File: src/rtl/core/fftwa_pkg.sv
// package for the fragment flow table: widths, commands, entry layout
// used by the top, sequencer and datapath modules under rtl/core
package fftwa_pkg;

   localparam int BucketsDefault  = 1024;
   localparam int WaysDefault     = 4;
   // time wrap is fixed: stamps and ages are 8 bits and wrap on their own
   localparam int TimeWrapDefault = 256;

   localparam int EntryWidth = 1 + 64 + 24 + 8 + 32 + 17;

   typedef enum logic [1:0] {
      CMD_ADD    = 2'd0,
      CMD_REMOVE = 2'd1,
      CMD_LOOKUP = 2'd2,
      CMD_ATTACH = 2'd3
   } cmd_type;

   localparam logic [0:0] REG_AGE_LIMIT = 1'b0;
   localparam logic [0:0] REG_TO_HOST   = 1'b1;

   typedef struct packed {
      logic        valid;
      logic [63:0] addrs;
      logic [23:0] idp;
      logic [7:0]  stamp;
      logic [31:0] ports;
      logic        rule_valid;
      logic [15:0] rule;
   } entry_type;

   // controller to datapath commands
   typedef struct packed {
      logic capture;
      logic decide;
      logic finish;
   } ctl_type;

endpackage

File: src/rtl/core/fftwa_ctrl.sv
// sequencer for one table operation: read bucket, decide and write, present result
// depends on fftwa_pkg
module fftwa_ctrl import fftwa_pkg::*; (
   input  logic    clock,
   input  logic    reset,
   input  logic    req_tvalid,
   output logic    req_tready,
   output logic    rsp_tvalid,
   input  logic    rsp_tready,
   input  logic    clear_done,
   output ctl_type ctl
);
   typedef enum logic [3:0] {
      ST_CLEAR  = 4'b0001,
      ST_IDLE   = 4'b0010,
      ST_DECIDE = 4'b0100,
      ST_OUT    = 4'b1000
   } state_type;

   state_type state_ff, state_in;
   logic      out_valid_ff, out_valid_in;
   logic      accept;

   // an item may enter when idle
   assign req_tready = (state_ff == ST_IDLE);
   assign accept     = req_tvalid && req_tready;
   assign rsp_tvalid = out_valid_ff;

   always_comb begin
      state_in     = state_ff;
      out_valid_in = out_valid_ff;
      ctl          = '0;
      ctl.capture  = accept;
      if (out_valid_ff && rsp_tready) begin
         out_valid_in = 1'b0;
      end
      unique case (state_ff)
         ST_CLEAR: begin
            if (clear_done) begin
               state_in = ST_IDLE;
            end
         end
         ST_IDLE: begin
            if (accept) begin
               state_in = ST_DECIDE;
            end
         end
         ST_DECIDE: begin
            ctl.decide = 1'b1;
            state_in   = ST_OUT;
         end
         ST_OUT: begin
            // result waits in the decide register until the output frees
            if (!out_valid_ff || rsp_tready) begin
               ctl.finish   = 1'b1;
               out_valid_in = 1'b1;
               state_in     = ST_IDLE;
            end
         end
         default: state_in = ST_IDLE;
      endcase
   end

   always_ff @(posedge clock) begin
      if (reset) begin
         state_ff     <= ST_CLEAR;
         out_valid_ff <= 1'b0;
      end else begin
         state_ff     <= state_in;
         out_valid_ff <= out_valid_in;
      end
   end
endmodule

File: config.mk
export PLATFORM = sky130hd
export DESIGN_NAME = fftwa_ctrl
export DESIGN_NICKNAME = d
export VERILOG_FILES = /design/src/rtl/core/fftwa_pkg.sv /design/src/rtl/core/fftwa_ctrl.sv
export SDC_FILE = /design/constraint.sdc
export NUM_CORES = 1
export LEC_CHECK = 0
export BUFFER_PORTS_ARGS = -buffer_cell sky130_fd_sc_hd__buf_2
export CAP_MARGIN = 10
export CORE_AREA = 10 10 47 49
export DETAILED_ROUTE_END_ITERATION = 12
export DIE_AREA = 0 0 57 59
export PLACE_DENSITY = 0.45
export SLEW_MARGIN = 30
export SYNTH_ARGS = -nofsm -noshare
export SYNTH_HDL_FRONTEND = slang
export SYNTH_SLANG_ARGS = --single-unit
File: constraint.sdc
create_clock -name clock -period 1.3 [get_ports clock]
set_input_delay 0.26 -clock clock [delete_from_list [all_inputs] [get_ports clock]]
set_output_delay 0.26 -clock clock [all_outputs]
set_load 0.02 [all_outputs]
### Word level (Yosys, flattened, before mapping)

Index checks and enable logic that the tools add are counted.

* logic and storage cells: 24
* memory bits (writable): 0
* latch bits: 0
* bits of input ports: 5
* memories: 0
* memory bits (read-only): 0
* bits in registers: 5
* output and inout bits: 5

* divide/modulo/power cells: 0
* bitwise logic cells: 0
* multipliers: 0
* shifts and indexed selects: 0
* $lt $le $gt $ge: 0
* muxes and demuxes: 10
* reductions and logical operators: 5
* add/subtract/negate cells: 0
* equal/unequal tests: 7

Operator list (count)
* $pmux W4 S4: 1
* $mux W4: 3
* $mux W1: 6
* $eq A4 B1 Y1 const B: 1
* $eq A4 B2 Y1 const B: 1
* $eq A4 B3 Y1 const B: 1
* $eq A4 B4 Y1 const B: 1
* $ne A2 B2 Y1 const B: 2
* $reduce_and A3 Y1: 1
* $logic_and A1 B1 Y1: 2
* $ne A2 B1 Y1 const B: 1
* $logic_not A1 Y1: 1
* $logic_or A1 B1 Y1: 1

### Depth between registers and ports, before layout

Gate-level depths: netlist (run 1).

* depth in word-level cells: 4
* gate-level depth with buffers: 3
* gate-level depth less buffers: 3

### Worst setup path before layout (run 1)

OpenSTA, ideal clock, no wires.

* kind: reg-to-output
* from: reg state_ff[3]
* to: out ctl[2] (netlist bit)
* setup slack: -0.117 ns
* arrival time: 1.157 ns
* buffers on the path: 1
* stages on the path, launching flop included: 4
* data required time: 1.040 ns
* cells stage by stage: dfxtp_1 > nor4b_4 > and2_4 > buf_4

* longest elaborated chain between the ends: 2

RTL lines
* start, declared: RTL line fftwa_ctrl.sv:20 `state_type state_ff, state_in;`
* start signal, assigned: RTL line fftwa_ctrl.sv:69 `state_ff <= state_in;`
* $eq A4 B2 Y1: RTL line fftwa_ctrl.sv:25 `assign req_tready = (state_ff == ST_IDLE);`
* named net req_tready: RTL line fftwa_ctrl.sv:7 `output logic req_tready,`
* $logic_and A1 B1 Y1: RTL line fftwa_ctrl.sv:26 `assign accept = req_tvalid && req_tready;`
* end, declared: RTL line fftwa_ctrl.sv:11 `output ctl_type ctl`

The timed path passes the listed nets, and every way through them passes these cells.

==> results of run 1 <==
[registers in the layout, summed over array words and instances (netlist names)]
register,flops
rsp_tvalid,1
state_ff,4
[area by class of cell]
cell class	count	area, um^2	area share (%)
clock buffer	4	26.28	6.667
tap	16	20.02	5.079
multi-input combinational	19	160.2	40.64
sequential	5	108.9	27.62
timing repair buffer	12	78.83	20.00
[where the power goes]
part	switching [mW]	internal [mW]	total (mW)
registers	0.0136	0.162	0.176
clock network	0.0584	0.116	0.174
logic	0.0239	0.0375	0.0614
total	0.0960	0.315	0.411
[worst max-delay path: stages, from the launching register on]
cell and delay (ps):
dfxtp_4 350, nor4b_4 310, and2_4 190, buf_6 110
[metal layers]
layer  up-vias  track usage (%)  wire length, um
li1        118                -                -
met1        98            3.787              234
met2         9            4.341              243
met3         2            4.077               71
met4         0            3.020                7
met5         -                0                0
[cells by family after synthesis]
| kind of cell | Yosys count | synth area share [%] |
|---|---|---|
| compound gates | 3 | 8.586 |
| buf+inv | 1 | 3.031 |
| flops | 5 | 40.41 |
| simple gates | 16 | 47.98 |
[timing repair]
item,4_1_cts,5_1_grt
endpoints found under the setup margin,4,4
setup buffers,2,1
pin swaps,4,1
resized for setup,8,3
[placed cells by master, fill, tap and decap left out, types with 2 or more instances in the layout]
master	n
buf_2	6
buf_4	5
clkbuf_4	3
nand2b_1	2
nor2b_1	2
dfxtp_1	2
dfxtp_4	2
[how the worst min path moves through the flow]
stage | slack [ps] | cells past startpoint | endpoint | start
CTS | 240 | 2 | rsp_tvalid | reset
finish | 250 | 2 | rsp_tvalid | reset
global placement | 500 | 2 | rsp_tvalid | reset
detailed placement | 500 | 2 | rsp_tvalid | reset
global route | 250 | 2 | rsp_tvalid | reset
floorplan | 330 | 1 | rsp_tvalid | reset
[stage by stage]
stage	utilization (%)	hold WS, ps	setup TNS, ps
2_1_floorplan	-	329.1	-91.49
3_3_place_gp	21.96	501.0	-4.200
3_5_place_dp	21.96	499.5	0
4_1_cts	26.96	243.4	-393.3
5_1_grt	28.13	248.4	-576.4
6_report	28.13	245.4	-310.4
==> results_dict.tcl, run 1 <==
set metrics [dict create \
    status "finished, violations left" \
    violations "negative setup slack" \
    layout.cells.non_filler 56 \
    critPathMaxFanout 4 \
    final_cell_area_um2 394.1 \
    arrival_ps 1200 \
    fillers 164 \
    async_reset_ff_share_pct 0 \
    rr_worst_depth 3 \
    via_per_inst 4.054 \
    grtUsageTotal_pct 3.798 \
    place_inst 49 \
    finalPower_mw 0.4114 \
    clk_pin_slew_ps 40 \
    crit_type "reg -> out" \
    setup_viol 4 \
    place_ws_ps 27.09 \
    placed_area_um2 307.8 \
    drtIter0Drc 1 \
    yosysTopAreaCell "dfxtp_1" \
    dieArea_um2 3363 \
    layout.nets 46 \
    grt-ovfl-total 0 \
    cts_tree "built" \
    dieHeight_um 59 \
    drc 0 \
    ys.flop_type "dfxtp_1" \
    relSlewSlack_pct 78.09 \
    period_needed_ps 1459 \
    diodes 0 \
    numCtsBuffers 3 \
    grt_pass1_wl_um 945 \
    via_count 227 \
    r2r_end "state_ff[1]" \
    required_ps 1040 \
    ir_worst_vdd_mv 0.4841 \
    io_buffers 9 \
    fmaxAchievable_ghz 0.6854 \
    grt_pass1_vias 241 \
    slew_violations 0 \
    synth_top_area_share_pct 40.40 \
    synth_edf_count 0 \
    yosysMostFrequentCell "dfxtp_1" \
    p_leak_nw 0.1616 \
    fin_skew_ps 2.180 \
    antenna_left 0 \
    critical_path.startpoint "state_ff[2]" \
    critPathCaptureType "primary output" \
    synth_area_um2 247.7 \
    cts_num_sinks 5 \
    hold_buffers 0 \
    clock_latency_ps 240 \
    root_buffer "clkbuf_4" \
    clock_path_buffers 2 \
    post-route-worst-setup-slack_ps -159.1 \
    rsz0062_at_grt "true" \
    start_util_pct 17.68 \
    drive_gt1_share_pct 57.50 \
    die-width_um 57 \
    synthTopCellsByCount "dfxtp_1 (5), nand2b_1 (3), nor2_1 (2), nor2b_1 (2)" \
    avgSynthCellArea_um2 9.910 \
    powerDensity_nw_per_um2 1044 \
    yosys-top-cells-area "dfxtp_1 (40%), nor4b_4 (9.6%), nand2b_1 (7.6%)" \
    rows 14 \
    reg2reg_from "state_ff[3]" \
    crit_path_start_kind "register" \
    syn-num-nets 30 \
    ys_warn_count 0 \
    core_area_um2 1401 \
    globalplace.congestion 0.6972 \
    cap_violations 0 \
    syn_inst 25 \
    r2r_slack_ps 250 \
    area_growth_pct 59.09 \
    crit_end "ctl[2]" \
    post_drt_wl_per_cell_um 9.929 \
    antenna_found_initial 0 \
    period_share_pct 112.2 \
    routed_wirelength_um 556 \
    ios 10 \
    h-tree-depth 1 \
    finalHoldViolCount 0 \
    tightest_slew_ps 325.6 \
    grt_max_degree 7 \
    synth_seq_area_share_pct 40.40 \
    hp-class "in -> reg" \
    dr.pass1.iters 2 \
    synth-seq-cells 5 \
    synth.distinct_cells 17 \
]
Note: power is estimated with default switching activity, not from simulation.
==> inputs of run 2 (changes only) <==
Settings changed: PLACE_DENSITY 0.45 to 0.46.
Clock period 1.3 ns to 1.2 ns, I/O delays scaled along.
==> run 2 against run 1 <==
Compared with the run above: largest power group is now the clock network; the flow still finishes with violations (negative setup slack); critical path type unchanged; die area stayed put; non-clock buffer count grew 4; wire length grew 24%.
==> results_dict.tcl, run 2 (synthesis gave the netlist of run 1 again) <==
set metrics [dict create \
    fmaxAchievable_ghz 0.6965 \
    grt_max_degree 7 \
    largest_register_ffs 4 \
    final_cell_area_um2 409.1 \
    arrival_ps 1200 \
    clock_latency_ps 240 \
    grt_pass1_wl_um 1200 \
    layout.cells.non_filler 60 \
    place_inst 54 \
    numCtsBuffers 3 \
    rsz0062_at_grt "true" \
    period_needed_ps 1436 \
    drtIter0Drc 0 \
    final_cell_mix "buf_4 (9), buf_2 (5), nand2b_1 (3), clkbuf_4 (3), dfxtp_1 (3)" \
    crit_path_start_kind "register" \
    fin_skew_ps 2.498 \
    mostFrequentLayoutCell "buf_4" \
    ir_worst_vdd_mv 0.4711 \
    violations "negative setup slack" \
    core_area_um2 1401 \
    rows 14 \
    worstHoldStart "reset" \
    via_per_inst 4.200 \
    globalplace.congestion 0.7145 \
    area_growth_pct 65.15 \
    period_share_pct 119.6 \
    dieArea_um2 3363 \
    drc 0 \
    hp-class "in -> reg" \
    layout.nets 50 \
    via_count 252 \
    rr_worst_depth 4 \
    r2r_end "state_ff[1]" \
    start_util_pct 17.68 \
    root_buffer "clkbuf_4" \
    critPathCaptureType "primary output" \
    reg2reg_from "state_ff[3]" \
    clock_path_buffers 2 \
    crit_type "reg -> out" \
    clk_pin_slew_ps 40 \
    p_leak_nw 0.1812 \
    finalHoldViolCount 0 \
    diodes 0 \
    antenna_found_initial 0 \
    dr.pass1.iters 1 \
    whs_path_depth 2 \
    io_buffers 9 \
    placed_area_um2 345.3 \
    h-tree-depth 1 \
    cts_tree "built" \
    relSlewSlack_pct 82.70 \
    final_core_util_pct 29.20 \
    grtUsageTotal_pct 4.834 \
    cap_violations 0 \
    ios 10 \
    die-width_um 57 \
    status "finished, violations left" \
    post-route-worst-setup-slack_ps -235.8 \
    critPathMaxFanout 4 \
    hpwl_um 573.4 \
    largest_register "state_ff" \
    hold_end "rsp_tvalid" \
    cp_cell_sequence "nor4b_4 > and2_4 > buf_6" \
    powerDensity_nw_per_um2 1124 \
    finalPower_mw 0.4598 \
    cp_slowest_cell "dfxtp_2" \
    tightest_slew_ps 256.1 \
    grt_pass1_vias 272 \
    setup_viol 4 \
    cts_num_sinks 5 \
    routed_wirelength_um 692 \
    antenna_left 0 \
    slew_violations 0 \
    required_ps 960 \
    r2r_slack_ps 30 \
    dieHeight_um 59 \
    cpPeakStageDelay_ps 340 \
    post_drt_wl_per_cell_um 11.53 \
    grt-ovfl-total 0 \
    drive_gt1_share_pct 54.55 \
]
[run 2: changes by cell type in the layout (fill, tap and decap cells not counted), sizes merged]
cell,before,now
buf,12,16
[run 2: how the worst max path moves through the flow]
stage                     start  depth (start not counted)  slack, ps  endpoint
floorplan           state_ff[0]                          3       -170    ctl[2]
global placement    state_ff[0]                          3         20    ctl[2]
detailed placement  state_ff[0]                          3        -40    ctl[2]
CTS                 state_ff[2]                          3       -250    ctl[2]
global route        state_ff[0]                          3       -290    ctl[2]
finish              state_ff[0]                          3       -240    ctl[2]
[run 2: per-stage QoR]
stage	hold WS [ps]	setup slack [ps]	setup TNS (ps)
2_1_floorplan	309.1	-171.5	-171.5
3_3_place_gp	493.6	21.16	0
3_5_place_dp	494.5	-38.41	-54.82
4_1_cts	239.0	-246.2	-787.7
5_1_grt	243.5	-293.7	-1055
6_report	239.9	-235.8	-749.5
[run 2: layer usage]
metal  routed length [um]  GRT usage [%]  vias up
met5                    0              0        -
met2                  318          6.357       10
met4                    0          2.013        0
li1                     -              -      124
met1                  305          5.089      118
met3                   67          4.721        0
[run 2: critical path, delay by kind of cell (launching register included)]
kind / cells / cell delay, ps
buffers and inverters: 1 / 110
DFF: 1 / 340
and+or+nand+nor: 2 / 510
[run 2: cell type report]
class	count	area, um^2
multi-input cells	19	145.1
fillers	155	992.2
repair buffers	16	115.1
clock buffers	4	26.28
well taps	16	20.02
flip-flops and latches	5	102.6
[run 2: where the power goes]
group | internal (mW) | leakage, nW | switching, mW
clock | 0.126 | 0.0150 | 0.0672
sequential | 0.176 | 0.0414 | 0.0101
combinational | 0.0490 | 0.125 | 0.0317
[run 2: repair_timing]
item | CTS | global route
pin swaps | 2 | 0
setup endpoints to repair | 4 | 5
endpoints found under the hold margin | 0 | 0
buffers inserted | 2 | 0
hold buffers | 0 | 0
gates resized for setup | 7 | 0
==> inputs of run 3 (changes only) <==
Settings changed: CTS_BUF_LIST set to sky130_fd_sc_hd__clkbuf_2 sky130_fd_sc_hd__clkbuf_4 sky130_fd_sc_hd__clkbuf_8, GPL_TIMING_DRIVEN set to 0.
==> run 3 against run 2 <==
Compared with the run above: sequential power about the same; largest cell class unchanged; clock power up 9.8%; first-iteration DRC count up 2; largest power group unchanged; total power up 2.1%; the run still ends with negative setup slack left; critical path type unchanged; global-route usage down 0.60 points.
==> results_dict.tcl, run 3 (synthesis gave the netlist of run 1 again) <==
set metrics [dict create \
    fin_skew_ps 1.250 \
    clock_latency_ps 240 \
    path_delay_family "simple AND/OR/NAND/NOR gates" \
    diodes 0 \
    use_met3_pct 3.219 \
    cp_cell_sequence "nor4b_4 > and2_4 > buf_6" \
    rsz0062_at_grt "true" \
    use_met2_pct 5.581 \
    drive_gt1_share_pct 57.50 \
    whs_ps 242.9 \
    hold_buffers 0 \
    crit_buf_inv 1 \
    io_buffers 9 \
    finalPower_mw 0.4693 \
    globalplace.congestion 0.6314 \
    grt_pass1_vias 246 \
    met1_usage_pct 4.147 \
    relSlewSlack_pct 71.90 \
    critPathMaxFanout 2 \
    violations "negative setup slack" \
    reg2reg_from "state_ff[2]" \
    hp-class "in -> reg" \
    antenna_found_initial 0 \
    whs_path_depth 2 \
    pwr-share-clk_pct 45.3 \
    routed_wirelength_um 615 \
    r2r_end "state_ff[1]" \
    final_cell_mix "buf_2 (5), buf_4 (5), clkbuf_4 (4)" \
    seqPwrFrac_pct 39.5 \
    hold_end "state_ff[3]" \
    powerDensity_nw_per_um2 1191 \
    finalHoldViolCount 0 \
    swShare_pct 22.16 \
    period_needed_ps 1450 \
    cts_tree "built" \
    via_count 233 \
    dr.pass1.iters 4 \
    ios 10 \
    cap_violations 0 \
    drtIter0Drc 2 \
    largest_register "state_ff" \
    layout.nets 46 \
    slew_violations 0 \
    final_core_util_pct 28.13 \
    rows 14 \
    largest_register_ffs 4 \
    critPathCaptureType "primary output" \
    cts_num_sinks 5 \
    start_util_pct 17.68 \
    crit_type "reg -> out" \
    grt_max_degree 7 \
    ir_worst_vdd_mv 0.4581 \
    dieArea_um2 3363 \
    gr-max-usage-layer "met2" \
    clk_pin_slew_ps 40 \
    crit_path_start_kind "register" \
    fmaxAchievable_ghz 0.6896 \
    core_area_um2 1401 \
    root_buffer "clkbuf_4" \
    status "finished, violations left" \
    pwr-share-comb_pct 15.2 \
    grt-ovfl-total 0 \
    post-route-worst-setup-slack_ps -250.1 \
    numCtsBuffers 3 \
    arrival_ps 1210 \
    area_growth_pct 59.09 \
    h-tree-depth 1 \
    period_share_pct 120.8 \
    dieHeight_um 59 \
    cpPeakStageDelay_ps 340 \
    p_leak_nw 0.1702 \
    r2r_slack_ps 60 \
    post_drt_wl_per_cell_um 10.98 \
    via_per_inst 4.161 \
    required_ps 960 \
    cp_slowest_cell "dfxtp_4" \
    tightest_slew_ps 417.6 \
    setup_viol 4 \
    die-width_um 57 \
    p_switching_mw 0.1040 \
    grt_pass1_wl_um 1048 \
    rr_worst_depth 5 \
    worstHoldStart "reset" \
    grtUsageTotal_pct 4.231 \
    internal_power_mw 0.3653 \
    drc 0 \
    clock_path_buffers 2 \
    antenna_left 0 \
]
-- run 3: changes by cell type in the layout (fill, tap and decap cells not counted), sizes merged --
| cell | previous run | this run |
|---|---|---|
| buf | 16 | 12 |
-- run 3: how the worst max path moves through the flow --
stage,start,end,slack [ps],cells past startpoint
after global routing,state_ff[2],ctl[2],-290,3
after detailed placement,state_ff[0],ctl[2],-150,4
after CTS,state_ff[2],ctl[2],-230,3
after global placement,state_ff[0],ctl[2],-160,4
final,state_ff[2],ctl[2],-250,3
after floorplan,state_ff[0],ctl[2],-170,3
-- run 3: layer usage --
layer / vias to the layer above / share of wire, %
met5: - / 0
met3: 2 / 11
li1: 117 / -
met4: 0 / 1.5
met1: 103 / 45
met2: 11 / 42
-- run 3: layout make-up --
| cell class | instances | area, um^2 |
|---|---|---|
| Timing Repair Buffer | 12 | 85.08 |
| Tap cell | 16 | 20.02 |
| Sequential cell | 5 | 106.4 |
| Clock buffer | 4 | 30.03 |
| Fill cell | 161 | 1007 |
| Multi-Input combinational cell | 19 | 152.6 |
-- run 3: repair_timing --
action / CTS / global route
buffers inserted: 3 / 0
pin swaps: 2 / 0
endpoints found under the setup margin: 4 / 5
resized for setup: 8 / 2
-- run 3: through the flow --
stage | cells | setup TNS (ps) | area [um^2] | setup WS, ps
detailed placement | 50 | -149.8 | 319.1 | -149.8
global route | 56 | -1031 | 394.1 | -285.7
global placement | 50 | -155.2 | 319.1 | -155.2
floorplan | 25 | -171.5 | 254.0 | -171.5
finish | 56 | -761.6 | 394.1 | -250.1
CTS | 56 | -773.4 | 381.6 | -232.6
-- run 3: worst reg2reg max path: cells and delay by family, from the launching register on --
family                 cells  cell delay (ps)
AND/OR/NAND/NOR            2              370
buffers and inverters      2              290
flip-flops                 1              340
AO/OA/AOI/OAI              1               40
-- run 3: power groups by stage --
stage / clock network [mW] / registers (mW) / logic, mW
2_1_floorplan: 0 / 0.188 / 0.0375
3_3_place_gp: 0 / 0.190 / 0.0540
3_5_place_dp: 0 / 0.190 / 0.0537
4_1_cts: 0.220 / 0.184 / 0.0671
5_1_grt: 0.234 / 0.187 / 0.0778
6_report: 0.212 / 0.185 / 0.0714
